### src/design/calendar_minute_offset_adder_top_defines.svh
// Assertion macros for the calendar offset adder.
// Included by the top level; no other dependencies.
`ifndef CALENDAR_MINUTE_OFFSET_ADDER_TOP_DEFINES_SVH
`define CALENDAR_MINUTE_OFFSET_ADDER_TOP_DEFINES_SVH
`ifndef ASSERT_OFF
`define ASSERT_IMP(label, clk, rst, ante, cons) \
   label: assert property (@(posedge clk) disable iff (rst) (ante) |-> (cons)) \
      else $error("%m: implication check failed");
`define ASSERT_NXT(label, clk, rst, ante, cons) \
   label: assert property (@(posedge clk) disable iff (rst) (ante) |=> (cons)) \
      else $error("%m: next-cycle check failed");
`else
`define ASSERT_IMP(label, clk, rst, ante, cons)
`define ASSERT_NXT(label, clk, rst, ante, cons)
`endif
`endif

### src/design/cmoa_pkg.sv
// Shared types, constants and calendar functions for the calendar offset adder.
// No dependencies.
package cmoa_pkg;

   localparam logic [1:0] KIND_MINUTES = 2'd0;
   localparam logic [1:0] KIND_HOURS   = 2'd1;

   localparam logic [3:0] MONTH_JAN = 4'd0;
   localparam logic [3:0] MONTH_FEB = 4'd1;
   localparam logic [3:0] MONTH_DEC = 4'd11;

   localparam logic [9:0] YEAR_LAST = 10'd1023;

   localparam int DIV_WIDTH   = 17;
   localparam int RECIP_WIDTH = 19;
   localparam int RECIP_SHIFT = 23;
   localparam int PROD_WIDTH  = DIV_WIDTH + RECIP_WIDTH;

   // ceil(2^23 / divisor), exact for every dividend below 2^17
   localparam logic [RECIP_WIDTH-1:0] RECIP_60 = 19'd139811;
   localparam logic [RECIP_WIDTH-1:0] RECIP_24 = 19'd349526;
   localparam logic [DIV_WIDTH-1:0]   DSR_60   = 17'd60;
   localparam logic [DIV_WIDTH-1:0]   DSR_24   = 17'd24;

   // bias = divisor * k keeps floor division on a non-negative dividend
   localparam logic signed [17:0] MIN_BIAS    = 18'sd32820;
   localparam logic signed [17:0] MIN_BIAS_Q  = 18'sd547;
   localparam logic signed [17:0] HOUR_BIAS   = 18'sd32784;
   localparam logic signed [17:0] HOUR_BIAS_Q = 18'sd1366;

   typedef struct packed {
      logic [1:0]         kind;
      logic signed [15:0] amount;
      logic [9:0]         start_year;
      logic [3:0]         start_month;
      logic [4:0]         start_day;
      logic [4:0]         start_hour;
      logic [5:0]         start_minute;
   } req_type;

   typedef struct packed {
      logic [9:0] new_year;
      logic [3:0] new_month;
      logic [4:0] new_day;
      logic [4:0] new_hour;
      logic [5:0] new_minute;
      logic       year_overflow;
   } rsp_type;

   typedef struct packed {
      logic load;
      logic div_start;
      logic div_sel24;
      logic take_min;
      logic take_hour;
      logic walk_step;
      logic emit;
   } cmd_type;

   typedef struct packed {
      logic [1:0] kind;
      logic       div_busy;
      logic       walk_done;
   } sts_type;

   function automatic logic leap_year(input logic [9:0] y);
      logic cent;
      logic quad;
      begin
         cent = 1'b0;
         for (int k = 0; k <= 10; k++) begin
            if (y == 10'(k * 100)) begin
               cent = 1'b1;
            end
         end
         quad = (y == 10'd100) || (y == 10'd500) || (y == 10'd900);
         return ((y[1:0] == 2'b00) && !cent) || quad;
      end
   endfunction

   function automatic logic [4:0] days_in(input logic [3:0] m, input logic [9:0] y);
      logic [4:0] len;
      begin
         case (m)
            4'd1:    len = 5'd28;
            4'd3:    len = 5'd30;
            4'd5:    len = 5'd30;
            4'd8:    len = 5'd30;
            4'd10:   len = 5'd30;
            default: len = 5'd31;
         endcase
         if ((m == MONTH_FEB) && leap_year(y)) begin
            len = 5'd29;
         end
         return len;
      end
   endfunction

endpackage

### src/design/cmoa_cdiv.sv
// Divider by a constant divisor of 60 or 24 through reciprocal multiplication:
// the quotient is registered first, the remainder after it. Depends on cmoa_pkg.
module cmoa_cdiv
   import cmoa_pkg::*;
(
   input  logic                 clock,
   input  logic                 reset,
   input  logic                 start,
   input  logic                 sel24,
   input  logic [DIV_WIDTH-1:0] dividend,
   output logic                 busy,
   output logic [DIV_WIDTH-1:0] quotient,
   output logic [5:0]           remainder
);

   localparam logic [1:0] PH_IDLE = 2'd0;
   localparam logic [1:0] PH_QUO  = 2'd1;
   localparam logic [1:0] PH_REM  = 2'd2;

   logic [1:0]             phase_ff, phase_in;
   logic [DIV_WIDTH-1:0]   num_ff, num_in;
   logic [DIV_WIDTH-1:0]   quo_ff, quo_in;
   logic [5:0]             rem_ff, rem_in;
   logic                   sel_ff, sel_in;
   logic [RECIP_WIDTH-1:0] recip;
   logic [PROD_WIDTH-1:0]  prod;
   logic [DIV_WIDTH-1:0]   dsr;
   logic [DIV_WIDTH-1:0]   back;
   logic [DIV_WIDTH-1:0]   diff;

   always_comb begin
      recip    = sel_ff ? RECIP_24 : RECIP_60;
      dsr      = sel_ff ? DSR_24 : DSR_60;
      prod     = {{RECIP_WIDTH{1'b0}}, num_ff} * {{DIV_WIDTH{1'b0}}, recip};
      back     = quo_ff * dsr;
      diff     = num_ff - back;
      phase_in = phase_ff;
      num_in   = num_ff;
      quo_in   = quo_ff;
      rem_in   = rem_ff;
      sel_in   = sel_ff;
      if (start) begin
         phase_in = PH_QUO;
         num_in   = dividend;
         sel_in   = sel24;
      end else begin
         case (phase_ff)
            PH_QUO: begin
               quo_in   = DIV_WIDTH'(prod[PROD_WIDTH-1:RECIP_SHIFT]);
               phase_in = PH_REM;
            end
            PH_REM: begin
               rem_in   = diff[5:0];
               phase_in = PH_IDLE;
            end
            default: begin
               phase_in = PH_IDLE;
            end
         endcase
      end
   end

   always_ff @(posedge clock) begin
      if (reset) begin
         phase_ff <= PH_IDLE;
      end else begin
         phase_ff <= phase_in;
      end
      num_ff <= num_in;
      quo_ff <= quo_in;
      rem_ff <= rem_in;
      sel_ff <= sel_in;
   end

   assign busy      = (phase_ff != PH_IDLE);
   assign quotient  = quo_ff;
   assign remainder = rem_ff;

endmodule

### src/design/cmoa_datapath.sv
// Datapath: field registers, minute/hour wrap through the shared divider,
// month walk and the result register. Depends on cmoa_pkg and cmoa_cdiv.
module cmoa_datapath
   import cmoa_pkg::*;
(
   input  logic    clock,
   input  logic    reset,
   input  cmd_type cmd,
   input  req_type req_data,
   output sts_type sts,
   output rsp_type rsp_data
);

   req_type              raw_ff, raw_in;
   logic [9:0]           y_ff, y_in;
   logic [3:0]           m_ff, m_in;
   logic signed [17:0]   d_ff, d_in;
   logic [4:0]           h_ff, h_in;
   logic [5:0]           mi_ff, mi_in;
   logic signed [17:0]   carry_ff, carry_in;
   logic                 ovf_ff, ovf_in;
   rsp_type              rsp_ff, rsp_in;

   logic                 div_busy;
   logic [DIV_WIDTH-1:0] div_quot;
   logic [5:0]           div_rem;
   logic [DIV_WIDTH-1:0] dividend;
   logic signed [17:0]   min_sum;
   logic signed [17:0]   hour_sum;
   logic signed [17:0]   quot_x;
   logic signed [17:0]   amt_x;
   logic signed [17:0]   raw_amt_x;

   logic                 mi_wrap;
   logic [5:0]           hv;
   logic                 h_wrap;
   logic [4:0]           dim_cur;
   logic [3:0]           m_prev;
   logic [9:0]           y_prev;
   logic [4:0]           dim_prev;
   logic                 d_pos;
   logic                 d_fits;
   logic                 walk_done;
   rsp_type              result;

   always_comb begin
      raw_amt_x = {{2{raw_ff.amount[15]}}, raw_ff.amount};
      min_sum   = 18'(raw_ff.start_minute) + raw_amt_x + MIN_BIAS;
      hour_sum  = 18'(raw_ff.start_hour) + carry_ff + HOUR_BIAS;
      dividend  = cmd.div_sel24 ? hour_sum[DIV_WIDTH-1:0] : min_sum[DIV_WIDTH-1:0];
   end

   cmoa_cdiv u_cdiv (
      .clock     (clock),
      .reset     (reset),
      .start     (cmd.div_start),
      .sel24     (cmd.div_sel24),
      .dividend  (dividend),
      .busy      (div_busy),
      .quotient  (div_quot),
      .remainder (div_rem)
   );

   always_comb begin
      amt_x   = {{2{req_data.amount[15]}}, req_data.amount};
      mi_wrap = (req_data.start_minute >= 6'd60);
      hv      = {1'b0, req_data.start_hour} + {5'd0, mi_wrap};
      h_wrap  = (hv >= 6'd24);
      quot_x  = {1'b0, div_quot};

      dim_cur  = days_in(m_ff, y_ff);
      m_prev   = (m_ff == MONTH_JAN) ? MONTH_DEC : m_ff - 4'd1;
      y_prev   = (m_ff == MONTH_JAN) ? y_ff - 10'd1 : y_ff;
      dim_prev = days_in(m_prev, y_prev);
      d_pos    = !d_ff[17] && (d_ff != 18'sd0);
      d_fits   = d_ff <= $signed({13'd0, dim_cur});
      walk_done = ovf_ff || (d_pos && d_fits);

      raw_in   = raw_ff;
      y_in     = y_ff;
      m_in     = m_ff;
      d_in     = d_ff;
      h_in     = h_ff;
      mi_in    = mi_ff;
      carry_in = carry_ff;
      ovf_in   = ovf_ff;

      if (cmd.load) begin
         raw_in   = req_data;
         y_in     = req_data.start_year;
         m_in     = (req_data.start_month > MONTH_DEC) ? MONTH_DEC : req_data.start_month;
         mi_in    = mi_wrap ? req_data.start_minute - 6'd60 : req_data.start_minute;
         h_in     = h_wrap ? 5'(hv - 6'd24) : hv[4:0];
         d_in     = 18'(req_data.start_day) + amt_x + 18'(h_wrap);
         carry_in = amt_x + 18'(mi_wrap);
         ovf_in   = 1'b0;
      end

      if (cmd.take_min) begin
         mi_in    = div_rem;
         carry_in = quot_x - MIN_BIAS_Q;
      end

      if (cmd.take_hour) begin
         h_in = div_rem[4:0];
         d_in = 18'(raw_ff.start_day) + quot_x - HOUR_BIAS_Q;
      end

      if (cmd.walk_step && !walk_done) begin
         if (d_pos) begin
            // advance one month
            d_in = d_ff - 18'(dim_cur);
            if (m_ff == MONTH_DEC) begin
               if (y_ff == YEAR_LAST) begin
                  ovf_in = 1'b1;
               end else begin
                  m_in = MONTH_JAN;
                  y_in = y_ff + 10'd1;
               end
            end else begin
               m_in = m_ff + 4'd1;
            end
         end else begin
            // step back one month
            if ((m_ff == MONTH_JAN) && (y_ff == 10'd0)) begin
               ovf_in = 1'b1;
            end else begin
               m_in = m_prev;
               y_in = y_prev;
               d_in = d_ff + 18'(dim_prev);
            end
         end
      end

      if (ovf_ff) begin
         result.new_year   = raw_ff.start_year;
         result.new_month  = raw_ff.start_month;
         result.new_day    = raw_ff.start_day;
         result.new_hour   = raw_ff.start_hour;
         result.new_minute = raw_ff.start_minute;
      end else begin
         result.new_year   = y_ff;
         result.new_month  = m_ff;
         result.new_day    = d_ff[4:0];
         result.new_hour   = h_ff;
         result.new_minute = mi_ff;
      end
      result.year_overflow = ovf_ff;

      rsp_in = cmd.emit ? result : rsp_ff;
   end

   always_ff @(posedge clock) begin
      raw_ff   <= raw_in;
      y_ff     <= y_in;
      m_ff     <= m_in;
      d_ff     <= d_in;
      h_ff     <= h_in;
      mi_ff    <= mi_in;
      carry_ff <= carry_in;
      ovf_ff   <= ovf_in;
      rsp_ff   <= rsp_in;
   end

   assign sts.kind      = raw_ff.kind;
   assign sts.div_busy  = div_busy;
   assign sts.walk_done = walk_done;
   assign rsp_data      = rsp_ff;

endmodule

### src/design/cmoa_ctrl.sv
// Controller: sequences load, minute and hour division, month walk and
// result hand-off. Depends on cmoa_pkg.
module cmoa_ctrl
   import cmoa_pkg::*;
(
   input  logic    clock,
   input  logic    reset,
   input  logic    req_valid,
   output logic    req_stall,
   output logic    rsp_valid,
   input  logic    rsp_stall,
   input  sts_type sts,
   output cmd_type cmd
);

   localparam logic [2:0] S_IDLE  = 3'd0;
   localparam logic [2:0] S_SETUP = 3'd1;
   localparam logic [2:0] S_DIVM  = 3'd2;
   localparam logic [2:0] S_SETH  = 3'd3;
   localparam logic [2:0] S_DIVH  = 3'd4;
   localparam logic [2:0] S_WALK  = 3'd5;

   logic [2:0] state_ff, state_in;
   logic       rsp_valid_ff, rsp_valid_in;
   logic       out_free;

   always_comb begin
      cmd      = '0;
      state_in = state_ff;
      out_free = !rsp_valid_ff || !rsp_stall;
      case (state_ff)
         S_IDLE: begin
            if (req_valid) begin
               cmd.load = 1'b1;
               state_in = S_SETUP;
            end
         end
         S_SETUP: begin
            if (sts.kind == KIND_MINUTES) begin
               cmd.div_start = 1'b1;
               state_in      = S_DIVM;
            end else if (sts.kind == KIND_HOURS) begin
               state_in = S_SETH;
            end else begin
               state_in = S_WALK;
            end
         end
         S_DIVM: begin
            if (!sts.div_busy) begin
               cmd.take_min = 1'b1;
               state_in     = S_SETH;
            end
         end
         S_SETH: begin
            cmd.div_start = 1'b1;
            cmd.div_sel24 = 1'b1;
            state_in      = S_DIVH;
         end
         S_DIVH: begin
            if (!sts.div_busy) begin
               cmd.take_hour = 1'b1;
               state_in      = S_WALK;
            end
         end
         S_WALK: begin
            cmd.walk_step = 1'b1;
            if (sts.walk_done && out_free) begin
               cmd.emit = 1'b1;
               state_in = S_IDLE;
            end
         end
         default: begin
            state_in = S_IDLE;
         end
      endcase

      rsp_valid_in = rsp_valid_ff;
      if (rsp_valid_ff && !rsp_stall) begin
         rsp_valid_in = 1'b0;
      end
      if (cmd.emit) begin
         rsp_valid_in = 1'b1;
      end
   end

   always_ff @(posedge clock) begin
      if (reset) begin
         state_ff     <= S_IDLE;
         rsp_valid_ff <= 1'b0;
      end else begin
         state_ff     <= state_in;
         rsp_valid_ff <= rsp_valid_in;
      end
   end

   assign req_stall = (state_ff != S_IDLE);
   assign rsp_valid = rsp_valid_ff;

endmodule

### src/design/calendar_minute_offset_adder_top.sv
// Calendar offset adder: adds a signed offset in minutes, hours or days to a
// date and time (years since 1900) and returns the normalized date and time,
// or the start fields with year_overflow set if the year leaves 0..1023.
// One transaction is worked at a time. A minute offset runs a constant
// division by 60 and then one by 24, an hour offset only the one by 24 and
// a day offset neither; each then walks month by month until the day fits.
// Each division goes through reciprocal multiply, remainder and take, and the
// month walk advances one month a cycle. The result shows in the cycle in
// which the next transaction can be taken. The result sits in an output
// register, so a new transaction is taken while the previous result still
// waits; its own result is then held back until the register frees up.
// Depends on cmoa_pkg, cmoa_ctrl, cmoa_datapath.
`include "calendar_minute_offset_adder_top_defines.svh"
module calendar_minute_offset_adder_top
   import cmoa_pkg::*;
(
   input  logic    clock,
   input  logic    reset,
   input  logic    req_valid,
   output logic    req_stall,
   input  req_type req_data,
   output logic    rsp_valid,
   input  logic    rsp_stall,
   output rsp_type rsp_data
);

   cmd_type cmd;
   sts_type sts;

   cmoa_ctrl u_ctrl (
      .clock     (clock),
      .reset     (reset),
      .req_valid (req_valid),
      .req_stall (req_stall),
      .rsp_valid (rsp_valid),
      .rsp_stall (rsp_stall),
      .sts       (sts),
      .cmd       (cmd)
   );

   cmoa_datapath u_datapath (
      .clock    (clock),
      .reset    (reset),
      .cmd      (cmd),
      .req_data (req_data),
      .sts      (sts),
      .rsp_data (rsp_data)
   );

   `ASSERT_NXT(a_busy_after_accept, clock, reset, req_valid && !req_stall, req_stall)
   `ASSERT_NXT(a_emit_shows_result, clock, reset, cmd.emit, rsp_valid)
   `ASSERT_IMP(a_day_in_range, clock, reset, rsp_valid && !rsp_data.year_overflow, (rsp_data.new_day != 5'd0) && (rsp_data.new_month <= MONTH_DEC))
   `ASSERT_IMP(a_time_in_range, clock, reset, rsp_valid && !rsp_data.year_overflow, (rsp_data.new_hour < 5'd24) && (rsp_data.new_minute < 6'd60))

endmodule
### config.mk
export PLATFORM = sky130hd
export DESIGN_NAME = calendar_minute_offset_adder_top
export DESIGN_NICKNAME = d
export VERILOG_FILES = /design/src/design/cmoa_pkg.sv /design/src/design/cmoa_cdiv.sv /design/src/design/cmoa_datapath.sv /design/src/design/cmoa_ctrl.sv /design/src/design/calendar_minute_offset_adder_top.sv
export VERILOG_INCLUDE_DIRS = /design/src /design/src/design
export SDC_FILE = /design/constraint.sdc
export NUM_CORES = 1
export LEC_CHECK = 0
export ABC_AREA = 1
export BUFFER_PORTS_ARGS = -buffer_cell sky130_fd_sc_hd__clkbuf_2
export CORE_MARGIN = 1.5
export CORE_UTILIZATION = 50
export CTS_CLUSTER_DIAMETER = 120
export DETAILED_ROUTE_END_ITERATION = 7
export PLACE_DENSITY = 0.69
export SYNTH_ARGS = -nofsm -noshare
export SYNTH_HDL_FRONTEND = slang
export SYNTH_HIERARCHICAL = 1
export SYNTH_SLANG_ARGS = --single-unit
### constraint.sdc
create_clock -name clock -period 6.2 [get_ports clock]
set_clock_uncertainty 0.2 [all_clocks]
set_input_delay 1.86 -clock clock [delete_from_list [all_inputs] [get_ports clock]]
set_output_delay 1.86 -clock clock [all_outputs]
set_load 0.005 [all_outputs]
==> results.sh <==
export IMPL_status="finished, violations left"
export IMPL_violations="DRC"
export IMPL_die_h_um=202
export IMPL_routabilityCongestion=0.979
export IMPL_cts_buffers=17
export IMPL_yosysSeqAreaShare_pct=25.7
export IMPL_crit_arrival_ns=5.88
export IMPL_cap_violations=0
export IMPL_cts_sinks=183
export IMPL_path_class="flop to flop"
export IMPL_drive_gt1_share_pct=8.66
export IMPL_drcViolationCount=1
export IMPL_setup_worst_path_end_class="flop"
export IMPL_finalCriticalPeriod_ns=5.87
export IMPL_nets=3041
export IMPL_grt_pass1_wl_um=87800
export IMPL_startpoint_type="flop"
export IMPL_critPathMaxStageDelay_ns=0.60
export IMPL_synth_flop_cell="edfxtp_1"
export IMPL_worst_ep_required_time_ns=6.21
export IMPL_fin_util_pct=55.0
export IMPL_die_w_um=202
export IMPL_synth_top_area_share_pct=21.8
export IMPL_worst_path_most_repeated_cell="nand2_1"
export IMPL_viasPerCell=5.37
export IMPL_setup_violations_final=0
export IMPL_insertedDiodeCount=0
export IMPL_grt_max_degree=46
export IMPL_drv_slew=0
export IMPL_clock_latency_ns=0.47
export IMPL_hold_class="flop to flop"
export IMPL_syn_to_final_growth_pct=7.67
export IMPL_synth_seq_cells=183
export IMPL_finalCritPeriodShare_pct=94.7
export IMPL_synth_cell_types=69
export IMPL_synth_area_um2=19900
export IMPL_yosys_warnings=6
export IMPL_crit_slowest_cell="fa_1"
export IMPL_setup_tns_final_ns=0
export IMPL_grt_pass1_vias=16700
export IMPL_post_drt_wl_per_cell_um=17.3
export IMPL_crit_fanout=44
export IMPL_routed_wl_um=54800
export IMPL_ant_nets=0
export IMPL_clkSlewWorstSetupHoldPaths_ns=0.07
export IMPL_drtIter0Drc=1521
export IMPL_max_freq_ghz=0.170
export IMPL_antenna_found_initial=2
export IMPL_first_pass_iters=8
export IMPL_cts_root_buf="clkbuf_16"
export IMPL_yosysTopAreaCell="edfxtp_1"
export IMPL_cts_tree="built"
export IMPL_synthTopCellsByCount="nand2_1 (595), inv_1 (516), ha_1 (207), nor2_1 (174), o21ai_0 (147)"
export IMPL_yosysMostFrequentCell="nand2_1"
export IMPL_synthTopCellsByArea="edfxtp_1 (22%), fa_1 (14%), ha_1 (13%)"
export IMPL_crit_family="adder cells"
export IMPL_hpwl_um=45100
export IMPL_synth_avg_cell_area_um2=7.71
export IMPL_core_area_um2=38900
export IMPL_rows=72
export IMPL_grt_overflow_total=0
export IMPL_num_vias=17100
export IMPL_ios=85
export IMPL_path_buf_inv=7
export IMPL_cts_buffer_depth=2
export IMPL_hold_viol=0
export IMPL_grt_total_usage_pct=27.5
export IMPL_worstMarginPinSlew_ns=1.07
export IMPL_die_area_um2=40900
export IMPL_synth_edf_count=144
export IMPL_relSlewSlack_pct=28.3
export IMPL_path_cells="buf_12, nand2_1, o21ai_0, ha_1, inv_1, fa_2, fa_1, inv_1, fa_1, inv_1, fa_1, fa_1, inv_1, ha_1, nand2_1, inv_1, a21oi_2, inv_1, nand2_1, nand2_1, a21oi_1, nand2_1, nand2_1, nand2_1"
export IMPL_syn_inst=2575
export IMPL_htree_levels=4
export IMPL_async_flop_share_pct=0
export IMPL_initial_core_util_pct=51.0
export IMPL_port_buffers=84
## metal layers
metal | wire length, um | vias to the layer above | GRT usage [%]
met5 | 12 | - | 0
met4 | 1440 | 2 | 8.41
met3 | 4430 | 70 | 5.63
met2 | 23900 | 611 | 42.2
met1 | 25100 | 8046 | 38.9
li1 | - | 8333 | -
## cells in the final DEF (no fill, tap or decap), drive strengths merged, types with 9 or more instances in the layout
master,instances
a21oi,116
a31oi,13
buf,10
clkbuf,102
conb,20
dfxtp,39
edfxtp,144
fa,138
ha,207
inv,543
nand2,615
nand3,130
nand4,20
nor2,198
nor3,37
nor4,11
o211ai,11
o21ai,158
o21bai,9
o22ai,15
xnor2,18
xor2,43
## kinds of logic (layout without fill, tap and decap cells)
| kind of cell | count (synthesis) | in the layout | share of synthesized area (%) |
|---|---|---|---|
| AOI/OAI and AO/OA | 357 | 357 | 10.2 |
| xor gates and xnor gates | 61 | 61 | 2.69 |
| adders and majority gates | 345 | 345 | 26.9 |
| buffers and inverters | 602 | 666 | 12.0 |
| DFF | 183 | 183 | 25.7 |
| other | 2 | 20 | 0.0378 |
| and+or+nand+nor | 1025 | 1025 | 22.3 |
## area by class of cell
| type | count | area [um^2] |
|---|---|---|
| sequential | 183 | 5100 |
| clock buffer | 18 | 429 |
| tap | 518 | 648 |
| inverter | 540 | 2030 |
| timing repair buffer | 94 | 508 |
| clock inverter | 14 | 179 |
| multi-input combinational | 1808 | 12500 |
| fill | 3674 | 17500 |
## timing repair
| item | 4_1_cts | 5_1_grt |
|---|---|---|
| gates resized for setup | 0 | 7 |
| setup endpoints to repair | 0 | 6 |
| buffers inserted | 0 | 1 |
| hold buffers | 0 | 0 |
## per-stage QoR
stage                     cells  hold slack, ns  worst slack, ns  instance area [um^2]
after global placement     3142           0.233            0.353                 20800
final                      3175           0.264            0.330                 21400
after detailed placement   3142           0.248            0.266                 20800
after CTS                  3174           0.259            0.233                 21400
after floorplan            2593           0.206            0.413                 19900
after global routing       3175           0.289         -0.00956                 21400
## registers in the layout (all words and copies together), names as in the netlist, 4 cells and up
signal and cells:
u_datapath/rsp_data 31, u_datapath/raw_ff 30, u_datapath/d_ff 18, u_datapath/carry_ff 17, u_datapath/u_cdiv/num_ff 17, u_datapath/raw_amt_x 16, u_datapath/u_cdiv/quotient 13, u_datapath/y_ff 10
u_datapath/mi_ff 6, u_datapath/u_cdiv/remainder 6, u_datapath/h_ff 5, u_datapath/m_ff 4
## final timing paths
path,start,end,slack (ns),cells after the start
worst max-delay path,u_datapath/u_cdiv/sel_ff,u_datapath/u_cdiv/quotient[11],0.33,24
worst min-delay path,u_datapath/u_cdiv/phase_ff[1],u_datapath/u_cdiv/phase_ff[1],0.26,1
worst max register to register,u_datapath/u_cdiv/sel_ff,u_datapath/u_cdiv/quotient[11],0.33,24
worst min register to register,u_datapath/u_cdiv/phase_ff[1],u_datapath/u_cdiv/phase_ff[1],0.26,1
Power is left out: the tool's default activity adds up to more than one toggle a clock period on the data nets, which glitch-free logic cannot reach.
